## config.mk

```make
export PLATFORM = sky130hd
export DESIGN_NAME = quotient_digit_estimator_unit
export DESIGN_NICKNAME = d
export VERILOG_FILES = /design/src/qde_pkg.sv /design/src/quotient_digit_estimator_unit.sv
export VERILOG_INCLUDE_DIRS = /design/src /design/src/src
export SDC_FILE = /design/constraint.sdc
export NUM_CORES = 1
export LEC_CHECK = 0
export BUFFER_PORTS_ARGS = -buffer_cell sky130_fd_sc_hd__clkbuf_2
export CORE_UTILIZATION = 50
export CTS_CLUSTER_SIZE = 30
export DETAILED_ROUTE_END_ITERATION = 10
export PLACE_DENSITY = 0.71
export RECOVER_POWER = 100
export SYNTH_ARGS = -nofsm -noshare
export SYNTH_HDL_FRONTEND = slang
export SYNTH_SLANG_ARGS = --single-unit
```

## constraint.sdc

```tcl
create_clock -name clk -period 5.7 [get_ports clk]
set_input_delay 0.285 -clock clk [delete_from_list [all_inputs] [get_ports clk]]
set_output_delay 0.285 -clock clk [all_outputs]
set_load 0.05 [all_outputs]
```

## src/assert_macros.svh

```systemverilog
// assertion macros shared by the rtl, clocked on clk with rst_n low disabling checks
`ifndef ASSERT_MACROS_SVH
`define ASSERT_MACROS_SVH

// same-cycle implication
`define QDE_ASSERT_NOW(lbl, ante, cons, msg) \
  lbl: assert property (@(posedge clk) disable iff (!rst_n) (ante) |-> (cons)) \
    else $error(msg);

// next-cycle implication
`define QDE_ASSERT_NEXT(lbl, ante, cons, msg) \
  lbl: assert property (@(posedge clk) disable iff (!rst_n) (ante) |=> (cons)) \
    else $error(msg);

`endif

```

## src/qde_pkg.sv

```systemverilog
// types and constants of the quotient digit estimator
package qde_pkg;

  localparam int unsigned FIELD_BITS = 32;
  // digit width, 8 to 32; field bits above it are ignored
  localparam int unsigned DIGIT_BITS = 32;
  localparam int unsigned CNT_BITS   = $clog2(2 * DIGIT_BITS + 1);

  typedef logic [FIELD_BITS-1:0]     field_t;
  typedef logic [DIGIT_BITS-1:0]     digit_t;
  typedef logic [2*DIGIT_BITS-1:0]   dword_t;
  typedef logic [CNT_BITS-1:0]       cnt_t;

  typedef struct packed {
    field_t upper_digit;
    field_t middle_digit;
    field_t lower_digit;
    field_t divisor_high;
    field_t divisor_low;
  } qde_in_t;

  typedef struct packed {
    field_t quotient_digit;
    logic   bad_operands;
  } qde_out_t;

  typedef enum logic [0:0] {
    ST_IDLE,
    ST_RUN
  } qde_state_t;

endpackage

```

## src/quotient_digit_estimator_unit.sv

```systemverilog
// trial quotient digit of long division with bit-serial dividers
//
//  channel | direction | handshake          | payload
//  --------+-----------+--------------------+----------------------
//  in_     | input     | in_valid/in_ready  | qde_pkg::qde_in_t
//  out_    | output    | out_valid/out_ready| qde_pkg::qde_out_t
//
// one item at a time: a load, then one quotient bit per cycle, then delivery
// usual case one digit of quotient bits; upper digit above divisor top digit
// two digits of quotient bits; zero divisor digit skips the divide
// the dividers step through the shared shift register, one dividend bit a cycle
// rst_n is synchronous and active low; it clears the sequencer and the output valid
// a finished result waits in the output register; a new item is taken meanwhile,
// but a second result holds the sequencer until the register is free
`include "assert_macros.svh"

module quotient_digit_estimator_unit (
  input  logic              clk,
  input  logic              rst_n,
  input  logic              in_valid,
  output logic              in_ready,
  input  qde_pkg::qde_in_t  in_data,
  output logic              out_valid,
  input  logic              out_ready,
  output qde_pkg::qde_out_t out_data
);

  // for v1 != 0 and u2 <= v1 the digit is max(q_min, min(radix - 1, floor(U / V))) where
  //   U = three dividend digits, V = two divisor digits
  //   q_min = floor((two upper digits - radix) / divisor_high), the point at which
  //   the running remainder would reach the radix and corrections stop
  // divider a forms q_min, divider b forms floor(U / V); they share one shift register

  // sequencer
  qde_pkg::qde_state_t state_r, state_nxt;
  qde_pkg::cnt_t       cnt_r, cnt_nxt;
  logic                step_en;
  logic                finish;
  logic                accept;

  // operand decode at load
  qde_pkg::digit_t u2, u1, u0, v1, v0, u2_m1;
  qde_pkg::dword_t num, vv;
  logic            zero_div, upper_big, long_div, sat_in;

  // datapath registers
  qde_pkg::dword_t sh_r, sh_nxt;           // dividend bits, msb first
  qde_pkg::dword_t vv_r;                   // divisor digits joined
  qde_pkg::digit_t a_rem_r, a_rem_nxt;
  qde_pkg::digit_t a_q_r, a_q_nxt;
  qde_pkg::dword_t b_rem_r, b_rem_nxt;
  qde_pkg::digit_t b_q_r, b_q_nxt;
  logic            zero_r, bad_r, long_r, sat_r, min_ok_r;

  // divider step logic
  logic [qde_pkg::DIGIT_BITS:0]   a_t, a_diff, a_dvs;
  logic [2*qde_pkg::DIGIT_BITS:0] b_t, b_diff, b_dvs;
  logic                           a_ge, b_ge;

  // result
  qde_pkg::digit_t   b_sat, q_sel;
  qde_pkg::qde_out_t out_r, out_nxt;
  logic              out_valid_r, out_valid_nxt;

  assign accept = in_valid && in_ready;

  // operand decode
  always_comb begin
    u2        = in_data.upper_digit[qde_pkg::DIGIT_BITS-1:0];
    u1        = in_data.middle_digit[qde_pkg::DIGIT_BITS-1:0];
    u0        = in_data.lower_digit[qde_pkg::DIGIT_BITS-1:0];
    v1        = in_data.divisor_high[qde_pkg::DIGIT_BITS-1:0];
    v0        = in_data.divisor_low[qde_pkg::DIGIT_BITS-1:0];
    u2_m1     = u2 - 1'b1;
    num       = {u2, u1};
    vv        = {v1, v0};
    zero_div  = (v1 == '0);
    upper_big = (u2 > v1);
    // q_min needs two digits of quotient only when the upper digit is too large
    long_div  = !zero_div && upper_big;
    // floor(U / V) reaches the radix exactly when the upper two digits reach V
    sat_in    = (num >= vv);
  end

  // next state
  always_comb begin
    state_nxt = state_r;
    unique case (state_r)
      qde_pkg::ST_IDLE: begin
        if (accept) state_nxt = qde_pkg::ST_RUN;
      end
      qde_pkg::ST_RUN: begin
        if (finish) state_nxt = qde_pkg::ST_IDLE;
      end
      default: state_nxt = qde_pkg::ST_IDLE;
    endcase
  end

  // sequencer outputs
  always_comb begin
    in_ready = 1'b0;
    step_en  = 1'b0;
    finish   = 1'b0;
    unique case (state_r)
      qde_pkg::ST_IDLE: begin
        in_ready = 1'b1;
      end
      qde_pkg::ST_RUN: begin
        step_en = (cnt_r != '0);
        // hold the finished digit until the output register is free
        finish  = (cnt_r == '0) && (!out_valid_r || out_ready);
      end
      default: begin
        in_ready = 1'b0;
      end
    endcase
  end

  // divider a: remainder stays below divisor_high
  always_comb begin
    a_t       = {a_rem_r, sh_r[2*qde_pkg::DIGIT_BITS-1]};
    a_dvs     = {1'b0, vv_r[2*qde_pkg::DIGIT_BITS-1:qde_pkg::DIGIT_BITS]};
    a_diff    = a_t - a_dvs;
    a_ge      = (a_t >= a_dvs);
    a_rem_nxt = a_ge ? a_diff[qde_pkg::DIGIT_BITS-1:0] : a_t[qde_pkg::DIGIT_BITS-1:0];
    a_q_nxt   = {a_q_r[qde_pkg::DIGIT_BITS-2:0], a_ge};
  end

  // divider b: takes the lower dividend digit from the low half of the shift register
  always_comb begin
    b_t       = {b_rem_r, sh_r[qde_pkg::DIGIT_BITS-1]};
    b_dvs     = {1'b0, vv_r};
    b_diff    = b_t - b_dvs;
    b_ge      = (b_t >= b_dvs);
    b_rem_nxt = b_ge ? b_diff[2*qde_pkg::DIGIT_BITS-1:0] : b_t[2*qde_pkg::DIGIT_BITS-1:0];
    b_q_nxt   = {b_q_r[qde_pkg::DIGIT_BITS-2:0], b_ge};
    sh_nxt    = {sh_r[2*qde_pkg::DIGIT_BITS-2:0], 1'b0};
  end

  // load or step count
  always_comb begin
    cnt_nxt = cnt_r;
    priority if (accept) begin
      if (zero_div) begin
        cnt_nxt = '0;
      end else if (long_div) begin
        cnt_nxt = qde_pkg::CNT_BITS'(2 * qde_pkg::DIGIT_BITS);
      end else begin
        cnt_nxt = qde_pkg::CNT_BITS'(qde_pkg::DIGIT_BITS);
      end
    end else if (step_en) begin
      cnt_nxt = cnt_r - 1'b1;
    end
  end

  // result selection
  always_comb begin
    b_sat = sat_r ? '1 : b_q_r;
    priority if (zero_r) begin
      q_sel = '1;                        // all-ones digit for a zero divisor digit
    end else if (long_r) begin
      q_sel = a_q_r;                     // q_min is above the radix, low digit wins
    end else if (min_ok_r && (a_q_r > b_sat)) begin
      q_sel = a_q_r;                     // corrections stopped by remainder overflow
    end else begin
      q_sel = b_sat;
    end
    out_nxt.quotient_digit = qde_pkg::FIELD_BITS'(q_sel);
    out_nxt.bad_operands   = bad_r;
    out_valid_nxt = finish ? 1'b1 : (out_ready ? 1'b0 : out_valid_r);
  end

  // control registers
  always_ff @(posedge clk) begin
    if (!rst_n) begin
      state_r     <= qde_pkg::ST_IDLE;
      cnt_r       <= '0;
      out_valid_r <= 1'b0;
    end else begin
      state_r     <= state_nxt;
      cnt_r       <= cnt_nxt;
      out_valid_r <= out_valid_nxt;
    end
  end

  // datapath registers
  always_ff @(posedge clk) begin
    if (accept) begin
      vv_r     <= vv;
      zero_r   <= zero_div;
      bad_r    <= zero_div || upper_big;
      long_r   <= long_div;
      sat_r    <= sat_in;
      min_ok_r <= (u2 != '0);
      // long: divide {u2 - 1, u1} over two digits; else start from u2 - 1 with u1, u0 below
      sh_r     <= long_div ? {u2_m1, u1} : {u1, u0};
      a_rem_r  <= (long_div || (u2 == '0)) ? '0 : u2_m1;
      a_q_r    <= '0;
      b_rem_r  <= num;
      b_q_r    <= '0;
    end else if (step_en) begin
      sh_r    <= sh_nxt;
      a_rem_r <= a_rem_nxt;
      a_q_r   <= a_q_nxt;
      b_rem_r <= b_rem_nxt;
      b_q_r   <= b_q_nxt;
    end
  end

  always_ff @(posedge clk) begin
    if (finish) begin
      out_r <= out_nxt;
    end
  end

  assign out_valid = out_valid_r;
  assign out_data  = out_r;

  `QDE_ASSERT_NEXT(a_zero_div_skips, accept && (in_data.divisor_high[qde_pkg::DIGIT_BITS-1:0] == '0), cnt_r == '0, "zero divisor digit did not skip the divide")
  `QDE_ASSERT_NEXT(a_cnt_steps, (state_r == qde_pkg::ST_RUN) && (cnt_r != '0), cnt_r == ($past(cnt_r) - 1'b1), "bit counter did not step by one")
  `QDE_ASSERT_NOW(a_short_len, (state_r == qde_pkg::ST_RUN) && !long_r, cnt_r <= qde_pkg::CNT_BITS'(qde_pkg::DIGIT_BITS), "single-digit divide runs too long")
  `QDE_ASSERT_NOW(a_rem_bound, (state_r == qde_pkg::ST_RUN) && !zero_r, a_rem_r < vv_r[2*qde_pkg::DIGIT_BITS-1:qde_pkg::DIGIT_BITS], "divider remainder not below divisor digit")

endmodule
```

-- Yosys cells after proc, flatten, opt, wreduce, memory -nomap -nowiden
Cells that the tools add are included.
Widths: inputs -> output; s select.
- register bits after elaboration: 335
- output and inout port bits: 35
- logic and storage cells: 67
- $add $sub $neg: 4
- order comparisons: 5
- mux-type cells: 25
- bitwise logic cells: 1
- reductions and logical operators: 16
- operators by type and width (cell ; count):
    $mux 64 ; 6
    $mux 32 ; 7
    $ge 65x64->1 ; 1
    $ge 64x64->1 ; 1
    $gt 32x32->1 ; 2
    $logic_not 32->1 ; 2
    $sub 64x64->64 ; 1
    $ge 33x32->1 ; 1
    $reduce_bool 32->1 ; 1
    $sub 32x1->32 const B ; 1
    $sub 32x32->32 ; 1
    $mux 7 ; 4
    $logic_not 7->1 ; 1
    $mux 1 ; 7
    $reduce_bool 7->1 ; 1
    $sub 7x1->7 const B ; 1
    $logic_and 1x1->1 ; 4
    $reduce_bool 2->1 ; 2
    $logic_or 1x1->1 ; 3
    $logic_not 1->1 ; 2
    $pmux 1 s2 ; 1
    $not 1->1 ; 1

-- Depth between registers and ports, before layout
Gate-level depths: netlist (run 1).
- depth in word-level cells: 6
- gate-level depth with buffers: 15
- mapped depth without buffers: 14

-- Worst setup path after synthesis (run 1)
No wires, ideal clock.
- path kind: register -> register
- start: register state_r
- end: register a_rem_r[0] (enable)
- library setup time: 1.319 ns
- data arrival time: 4.313 ns
- data required time: 4.381 ns
- path slack: 0.068 ns
- stages on the path, launching flop included: 7
- buffers on the path: 3
- clock period less this slack: 5.632 ns
- cells stage by stage: dfxtp_1 > inv_1 > nand2_1 > clkbuf_1 > clkbuf_1 > clkbuf_1 > nand2_1
- word-level cells in the longest chain between the ends: 3
- elaborated cells on any way between the ends: 4
- classes of those cells: mux (2); reduce/logical (2)
- ends and longest elaborated chain (element ; line ; RTL):
    start, declared ; quotient_digit_estimator_unit.sv:35 ; qde_pkg::qde_state_t state_r, state_nxt;
    start signal, assigned ; quotient_digit_estimator_unit.sv:176 ; state_r <= qde_pkg::ST_IDLE;
    start signal, assigned ; quotient_digit_estimator_unit.sv:180 ; state_r <= state_nxt;
    $mux 1 ; quotient_digit_estimator_unit.sv:104 ; unique case (state_r)
    via in_ready ; quotient_digit_estimator_unit.sv:21 ; output logic in_ready,
    $logic_and 1x1->1 ; quotient_digit_estimator_unit.sv:65 ; assign accept = in_valid && in_ready;
    $reduce_bool 2->1 (no line) ; n/a ;
    end signal, assigned ; quotient_digit_estimator_unit.sv:197 ; a_rem_r <= (long_div || (u2 == '0)) ? '0 : u2_m1;
    end signal, assigned ; quotient_digit_estimator_unit.sv:203 ; a_rem_r <= a_rem_nxt;
    end, declared ; quotient_digit_estimator_unit.sv:49 ; qde_pkg::digit_t a_rem_r, a_rem_nxt;
The timed path passes the listed nets, and every way through them passes these cells.
A chain may end at the register's enable or synchronous reset.

-- Worst setup path in the final report (run 1)
- start: register b_rem_r[0]
- end: register b_rem_r[61] (data pin)
- word-level cells in the longest chain between the ends: 4
- elaborated cells on any way between the ends: 5
- classes of those cells: add/sub (1); order compare (1); mux (3)
- ends and longest elaborated chain (element ; line ; RTL):
    start, declared ; quotient_digit_estimator_unit.sv:51 ; qde_pkg::dword_t b_rem_r, b_rem_nxt;
    start signal, assigned ; quotient_digit_estimator_unit.sv:199 ; b_rem_r <= num;
    start signal, assigned ; quotient_digit_estimator_unit.sv:205 ; b_rem_r <= b_rem_nxt;
    $sub 64x64->64 / $ge 65x64->1 (equally long branches) ; quotient_digit_estimator_unit.sv:133, quotient_digit_estimator_unit.sv:134 ;
    $mux 64 * ; quotient_digit_estimator_unit.sv:135 ; b_rem_nxt = b_ge ? b_diff[2*qde_pkg::DIGIT_BITS-1:0] : b_t[2*qde_pkg::DIGIT_BITS-1:0];
    $mux 64 * ; quotient_digit_estimator_unit.sv:201 ; end else if (step_en) begin
    $mux 64 * ; quotient_digit_estimator_unit.sv:188 ; if (accept) begin
Every way passes the cells marked *; elsewhere a longest branch is shown, timed or not. The select of a mux whose other input is x is not followed.

==> results of run 1 <==
## layer usage
layer	global-route usage	vias up	share of wire
met4	0.167	0	0.064
met2	0.465	768	0.47
li1	-	9340	-
met1	0.355	9297	0.41
met5	0	-	0
met3	0.0335	199	0.056
## worst paths after layout
path                        start                    end  slack (ns)
max          b_rem_r[0]$_DFFE_PP_  b_rem_r[61]$_DFFE_PP_        0.87
min                      in_valid     state_r$_SDFF_PN0_        0.02
max reg2reg  b_rem_r[0]$_DFFE_PP_  b_rem_r[61]$_DFFE_PP_        0.87
min reg2reg       bad_r$_DFFE_PP_  out_data[0]$_DFFE_PP_        0.43
## registers in the layout, indices dropped and copies added, names as in the netlist
name	count
cnt_r	7
min_ok_r	1
sat_r	1
a_rem_r	32
out_data	33
state_r	1
long_r	1
b_q_r	32
zero_r	1
bad_r	1
b_rem_r	64
a_q_r	32
sh_r	64
out_valid	1
vv_r	64
## area by class of cell
| class | count | area share |
|---|---|---|
| Antenna cell | 1 | 0.0000965 |
| Clock buffer | 51 | 0.0417 |
| Clock inverter | 19 | 0.00608 |
| Inverter | 166 | 0.0241 |
| Multi-Input combinational cell | 1824 | 0.476 |
| Sequential cell | 335 | 0.360 |
| Tap cell | 592 | 0.0286 |
| Timing Repair Buffer | 279 | 0.0638 |
## cell usage in the layout, fill, tap and decap left out, types with 16 or more instances in the layout
| cell | n |
|---|---|
| clkbuf_16 | 40 |
| xor2_1 | 57 |
| a221o_1 | 16 |
| nor3_1 | 39 |
| nand3_1 | 91 |
| a21o_1 | 97 |
| a21oi_1 | 167 |
| nor4_1 | 22 |
| edfxtp_1 | 262 |
| o21ai_0 | 150 |
| dlygate4sd3_1 | 62 |
| clkbuf_2 | 105 |
| o22a_1 | 34 |
| nand2_1 | 305 |
| inv_1 | 165 |
| dfxtp_1 | 73 |
| nand4_1 | 43 |
| ha_1 | 195 |
| clkbuf_1 | 109 |
| o21bai_1 | 21 |
| xnor2_1 | 57 |
| mux2i_1 | 126 |
| o21a_1 | 16 |
| nor2_1 | 163 |
## critical path, delay by kind of cell, from the launching register on
kind,cells,cell delay (ns)
AO/OA/AOI/OAI,8,3.32
adder cells (fa/ha/maj),1,0.32
flip-flops,1,0.43
AND/OR/NAND/NOR,2,0.52
## logic make-up after synthesis
| family | count (synthesis) |
|---|---|
| mux | 127 |
| xor+xnor | 114 |
| buf+inv | 282 |
| simple gates | 766 |
| flops | 335 |
| compound gates | 620 |
| fa+ha+maj | 197 |
## metrics by stage
step                area, um^2  std cells
floorplan                22800       2441
global placement         24300       3134
detailed placement       24300       3134
CTS                      26200       3266
global route             25900       3267
finish                   25900       3267
## power groups by stage
| stage | Sequential (uW) | Clock, uW | Combinational (uW) |
|---|---|---|---|
| floorplan | 3940 | 0 | 4520 |
| global placement | 3850 | 0 | 5850 |
| detailed placement | 3860 | 0 | 6000 |
| CTS | 3820 | 2520 | 6080 |
| global route | 3900 | 2590 | 6700 |
| finish | 3840 | 2490 | 6100 |
## timing repair
action,4_1_cts,5_1_grt
endpoints found under the hold margin,62,0
hold buffers,62,0
buffers inserted,0,0
==> flow_summary_export.csv, run 1 <==
group,metric,value,unit
outcome,status,"finished with violations",
outcome,failed_checks,"capacitance limit, slew limit",
synthesis,synth_warnings,0,
final_layout,syn2layout_area_growth,13.8,%
synthesis,yosys-top-cells-count,"nand2_1 (306), edfxtp_1 (262), ha_1 (195)",
synthesis,async_flop_share,0,
timing,hold_viol,0,
timing,drv_slew,446,
power,p_total,12400,uW
power,seqPwrFrac,0.309,
die,std_cell_rows,77,
worst_setup_path,critPathSlowestCell,"a211oi_2",
synthesis,yosysTopAreaCellShare,0.345,
worst_setup_path,cp_max_fo,17,
routing,ant_nets,0,
synthesis,yosysUniqueCellTypes,77,
power,power_density,479,nW/um^2
die,start_util,0.511,
timing,tns,0,ns
cts,worstSkewPairLatency,0.57,ns
timing,worst_pin_slew,2.72,ns
synthesis,netlist_area,22800,um^2
routing,avgViaCountPerCell,6.00,
cts,ctsResizeCount,0,
synthesis,synth_seq_cells,335,
final_layout,nets,3006,
cts,cts-root-buf,"clkbuf_16",
global_routing,grtUsageTotal,0.282,
die,pin_count,199,
synthesis,post-synth-top-count-cell,"nand2_1",
global_routing,grt_pass1_vias,19500,
synthesis,yosysTopAreaCell,"edfxtp_1",
timing,fin_crit_sh,0.848,
cts,cts_buffer_depth,3,
routing,drc,0,
global_routing,grt_max_degree,93,
synthesis,synthTopCellsByArea,"edfxtp_1 (35%), ha_1 (11%), dfxtp_1 (6.4%)",
synthesis,syn-num-nets,2802,
synthesis,synth-edff-count,262,
synthesis,synth_flop_cell,"edfxtp_1",
worst_setup_path,crit_type,"reg2reg",
timing,hold_slack,0.0242,ns
synthesis,synth_compound_area_frac,0.178,
routing,vias,19600,
placement,io_buffers,198,
synthesis,yosysSeqAreaShare,0.409,
placement,hpwl,48.1,mm
power,internal-power,7380,uW
worst_setup_path,worstPathArrival,5.15,ns
global_routing,antenna_found_initial,2,
routing,wire_per_inst,20.1,um
worst_setup_path,reg2reg_depth,11,
min_path,hold_depth,3,
worst_setup_path,worstPathCellList,"ha_1 > nor2b_1 > o31a_1 > o22a_1 > a2111o_1 > a31oi_4 > o41a_2 > o41ai_1 > a211oi_2 > nor2_1 > a221o_1",
power,p_sw,5040,uW
final_layout,final.fill_count,3979,
cts,clk_pin_slew,0.06,ns
cts,cts_tree,"done",
timing,relSlewSlack,-0.813,
routing,drtIter0Drc,1526,
placement,gp_congestion,0.956,
power,swShare,0.406,
cts,cts_buffers,39,
die,fp.dieH,215,um
min_path,hp-class,"in2reg",
synthesis,synth_top_family_by_area,"compound AO/OA/AOI/OAI gates",
global_routing,grt_pass1_wl,104,mm
synthesis,muxShareOfSynthArea,0.0558,
power,power.leakage,0.0112,uW
synthesis,synth_fa_ha_area_frac,0.109,
synthesis,synth-simple-area-share,0.155,
die,dieWidth,215,um
timing,setup_ws,0.867,ns
synthesis,syn-mean-instance-area,9.34,um^2
worst_setup_path,critPathRequiredTime,6.02,ns
timing,setup_viol,0,
power,peakVddDrop,0.236,mV
power,power_frac_clock,0.200,
final_layout,drive_gt1_frac,0.0726,
global_routing,grt_overflow,0,
cts,htree_num_levels,2,
worst_setup_path,cp-end-kind,"flip-flop",
die,core_area,44600,um^2
timing,worst_clock_skew,0.0275,ns
final_layout,fin_util,0.581,
worst_setup_path,startpoint_type,"flip-flop",
synthesis,synthCells,2441,
placement,post-place-ws,1.35,ns
routing,first_pass_iters,6,
timing,layout_min_cycle_time,4.83,ns
final_layout,seqCellArea,9330,um^2
flow_run,cap_violations,8,
die,dieArea,46400,um^2
timing,fmax,0.207,GHz
cts,cts_sinks,335,
timing,rsz0062_at_grt,"no",
power,combPwrFrac,0.491,
routing,drt_wl_total,65.8,mm
final_layout,multi_input_area,12300,um^2
synthesis,synth-xor-area-share,0.0438,
worst_setup_path,max_stage_delay,1.10,ns
No activity file was read; power rests on OpenSTA's default activity.
==> inputs of run 2 (changes only) <==
- ABC_AREA: not set -> 1
- clock period: 5.7 -> 3.95 ns (I/O delays scaled with it)
==> run 2 against run 1 <==
Net effect: the flow still finishes with violations (capacitance limit, slew limit); non-clock buffer count is 49 higher; routed wire length increased by 46%; first-iteration DRC count up 86%; largest power group unchanged; highest routed layer unchanged.
==> flow_summary_export.csv, run 2 <==
group,metric,value,unit
synthesis,yosys-top-cells-count,"nand2_1 (1370), inv_1 (718), edfxtp_1 (262)",
final_layout,final_cell_mix,"nand2_1 (1370), inv_1 (718), edfxtp_1 (262), nand3_1 (259), nor2_1 (244)",
power,power_frac_clock,0.198,
global_routing,grt_max_degree,121,
die,core_area,53700,um^2
synthesis,synth_warnings,0,
cts,ctsResizeCount,0,
routing,vias,27300,
routing,first_pass_iters,8,
cts,post_cts_buffers,0,
cts,cts-root-buf,"clkbuf_16",
worst_setup_path,reg2reg_depth,4,
routing,ant_nets,0,
power,swShare,0.460,
synthesis,synth-edff-count,262,
synthesis,synth_seq_cells,335,
synthesis,yosysTopAreaCellShare,0.290,
cts,htree_num_levels,2,
timing,tns,0,ns
timing,setup_viol,0,
timing,relSlewSlack,-0.160,
global_routing,grt_pass1_vias,25800,
global_routing,grt_pass1_wl,147,mm
routing,drc,0,
outcome,failed_checks,"capacitance limit, slew limit",
power,seqPwrFrac,0.272,
final_layout,nets,4575,
synthesis,yosysSeqAreaShare,0.343,
worst_setup_path,critPathRequiredTime,4.40,ns
synthesis,synthCells,3959,
synthesis,netlist_area,27200,um^2
worst_setup_path,crit_type,"in2reg",
final_layout,drive_gt1_frac,0.0584,
die,start_util,0.506,
cts,cts_tree,"done",
power,peakVddDrop,0.391,mV
worst_setup_path,cp_max_fo,35,
timing,layout_min_cycle_time,3.72,ns
power,p_sw,9160,uW
die,dieWidth,235,um
worst_setup_path,worstPathArrival,4.17,ns
global_routing,grt_overflow,0,
routing,drt_wl_total,96.3,mm
cts,cts_buffers,41,
synthesis,post-synth-top-count-cell,"nand2_1",
routing,avgViaCountPerCell,5.51,
final_layout,syn2layout_area_growth,13.5,%
min_path,hold_depth,3,
global_routing,antenna_found_initial,3,
synthesis,syn-mean-instance-area,6.86,um^2
synthesis,synthTopCellsByArea,"edfxtp_1 (29%), nand2_1 (19%), inv_1 (9.9%)",
power,combPwrFrac,0.530,
cts,cts_buffer_depth,3,
die,dieArea,55300,um^2
synthesis,synth_flop_cell,"edfxtp_1",
worst_setup_path,startpoint_type,"primary input",
global_routing,grtUsageTotal,0.343,
timing,rsz0062_at_grt,"no",
die,pin_count,199,
die,std_cell_rows,85,
routing,drtIter0Drc,2845,
flow_run,cap_violations,3,
die,fp.dieH,235,um
final_layout,layout_commonest_cell,"nand2_1",
power,power_density,646,nW/um^2
synthesis,syn-num-nets,4320,
timing,fin_crit_sh,0.941,
min_path,hp-class,"in2reg",
timing,fmax,0.269,GHz
placement,gp_congestion,1.06,
cts,cts_sinks,335,
timing,drv_slew,155,
final_layout,reg.largest.list,"b_rem_r (64), sh_r (64), vv_r (64)",
worst_setup_path,cp-end-kind,"flip-flop",
power,power.leakage,0.0157,uW
power,internal-power,10800,uW
synthesis,yosysUniqueCellTypes,49,
cts,clk_pin_slew,0.06,ns
timing,hold_slack,0.0125,ns
synthesis,yosysTopAreaCell,"edfxtp_1",
timing,worst_clock_skew,0.0287,ns
placement,hpwl,74.1,mm
outcome,status,"finished with violations",
placement,io_buffers,198,
cts,worstSkewPairLatency,0.60,ns
routing,wire_per_inst,19.5,um
timing,worst_pin_slew,1.74,ns
timing,hold_viol,0,
synthesis,async_flop_share,0,
run 2: worst paths after layout:
check / slack, ns / to / start
min: 0.01 / b_rem_r[33]$_DFFE_PP_ / in_data[129]
max: 0.23 / sh_r[0]$_SDFFCE_PN0P_ / in_data[59]
min reg2reg: 0.41 / out_data[0]$_DFFE_PP_ / bad_r$_DFFE_PP_
max reg2reg: 0.36 / b_rem_r[55]$_DFFE_PP_ / state_r$_SDFF_PN0_
run 2: logic make-up after synthesis:
logic type	share of synthesized area
xor gates and xnor gates	0.0222
AOI/OAI and AO/OA	0.0633
buffers and inverters	0.124
adders and majority gates	0.0913
DFF	0.343
and+or+nand+nor	0.356
run 2: power groups by stage:
stage / combinational (uW) / sequential [uW] / clock, uW
after floorplan: 7510 / 5530 / 0
after global placement: 10200 / 5460 / 0
after detailed placement: 10300 / 5460 / 0
after CTS: 10400 / 5400 / 3970
after global routing: 11700 / 5500 / 4110
final: 10600 / 5420 / 3940
run 2: cell type report:
cell class	instances	area, um^2
well taps	696	871
repair buffers	328	2110
fillers	5209	22900
flip-flops and latches	335	9330
clock buffers	57	1120
clock inverters	19	253
multi-input cells	2782	14400
diodes	1	2.50
inverters	726	2730
run 2: repair_timing:
| item | CTS | global route |
|---|---|---|
| endpoints found under the hold margin | 101 | 0 |
| setup endpoints to repair | 0 | 0 |
| hold buffers | 99 | 0 |
run 2: worst max-delay path, stage by stage:
cell	delay, ns
dlygate4sd3_1	0.55
clkbuf_1	0.17
inv_1	0.06
ha_1	0.32
nand4_1	0.09
inv_1	0.06
nand2_1	0.24
nor4_4	0.49
nand2_1	0.11
nand2_1	0.11
buf_4	0.38
nand4_1	0.28
buf_4	0.35
o21ai_0	0.18
dlygate4sd3_1	0.57
run 2: through the flow:
stage	setup slack (ns)	util	instances	instance area, um^2	power (uW)
detailed placement	0.557	0.534	4768	28700	15700
global placement	0.565	0.534	4768	28700	15700
CTS	0.385	0.578	4943	31100	19800
finish	0.232	0.574	4944	30800	19900
global route	0.0456	0.574	4944	30800	21300
floorplan	0.185	-	3959	27200	13000
run 2: routing by layer:
| metal | up-vias | share of wire | GRT usage |
|---|---|---|---|
| li1 | 13200 | - | - |
| met3 | 223 | 0.10 | 0.0624 |
| met4 | 0 | 0.051 | 0.165 |
| met1 | 12400 | 0.42 | 0.470 |
| met2 | 1405 | 0.43 | 0.522 |
| met5 | - | 0 | 0 |
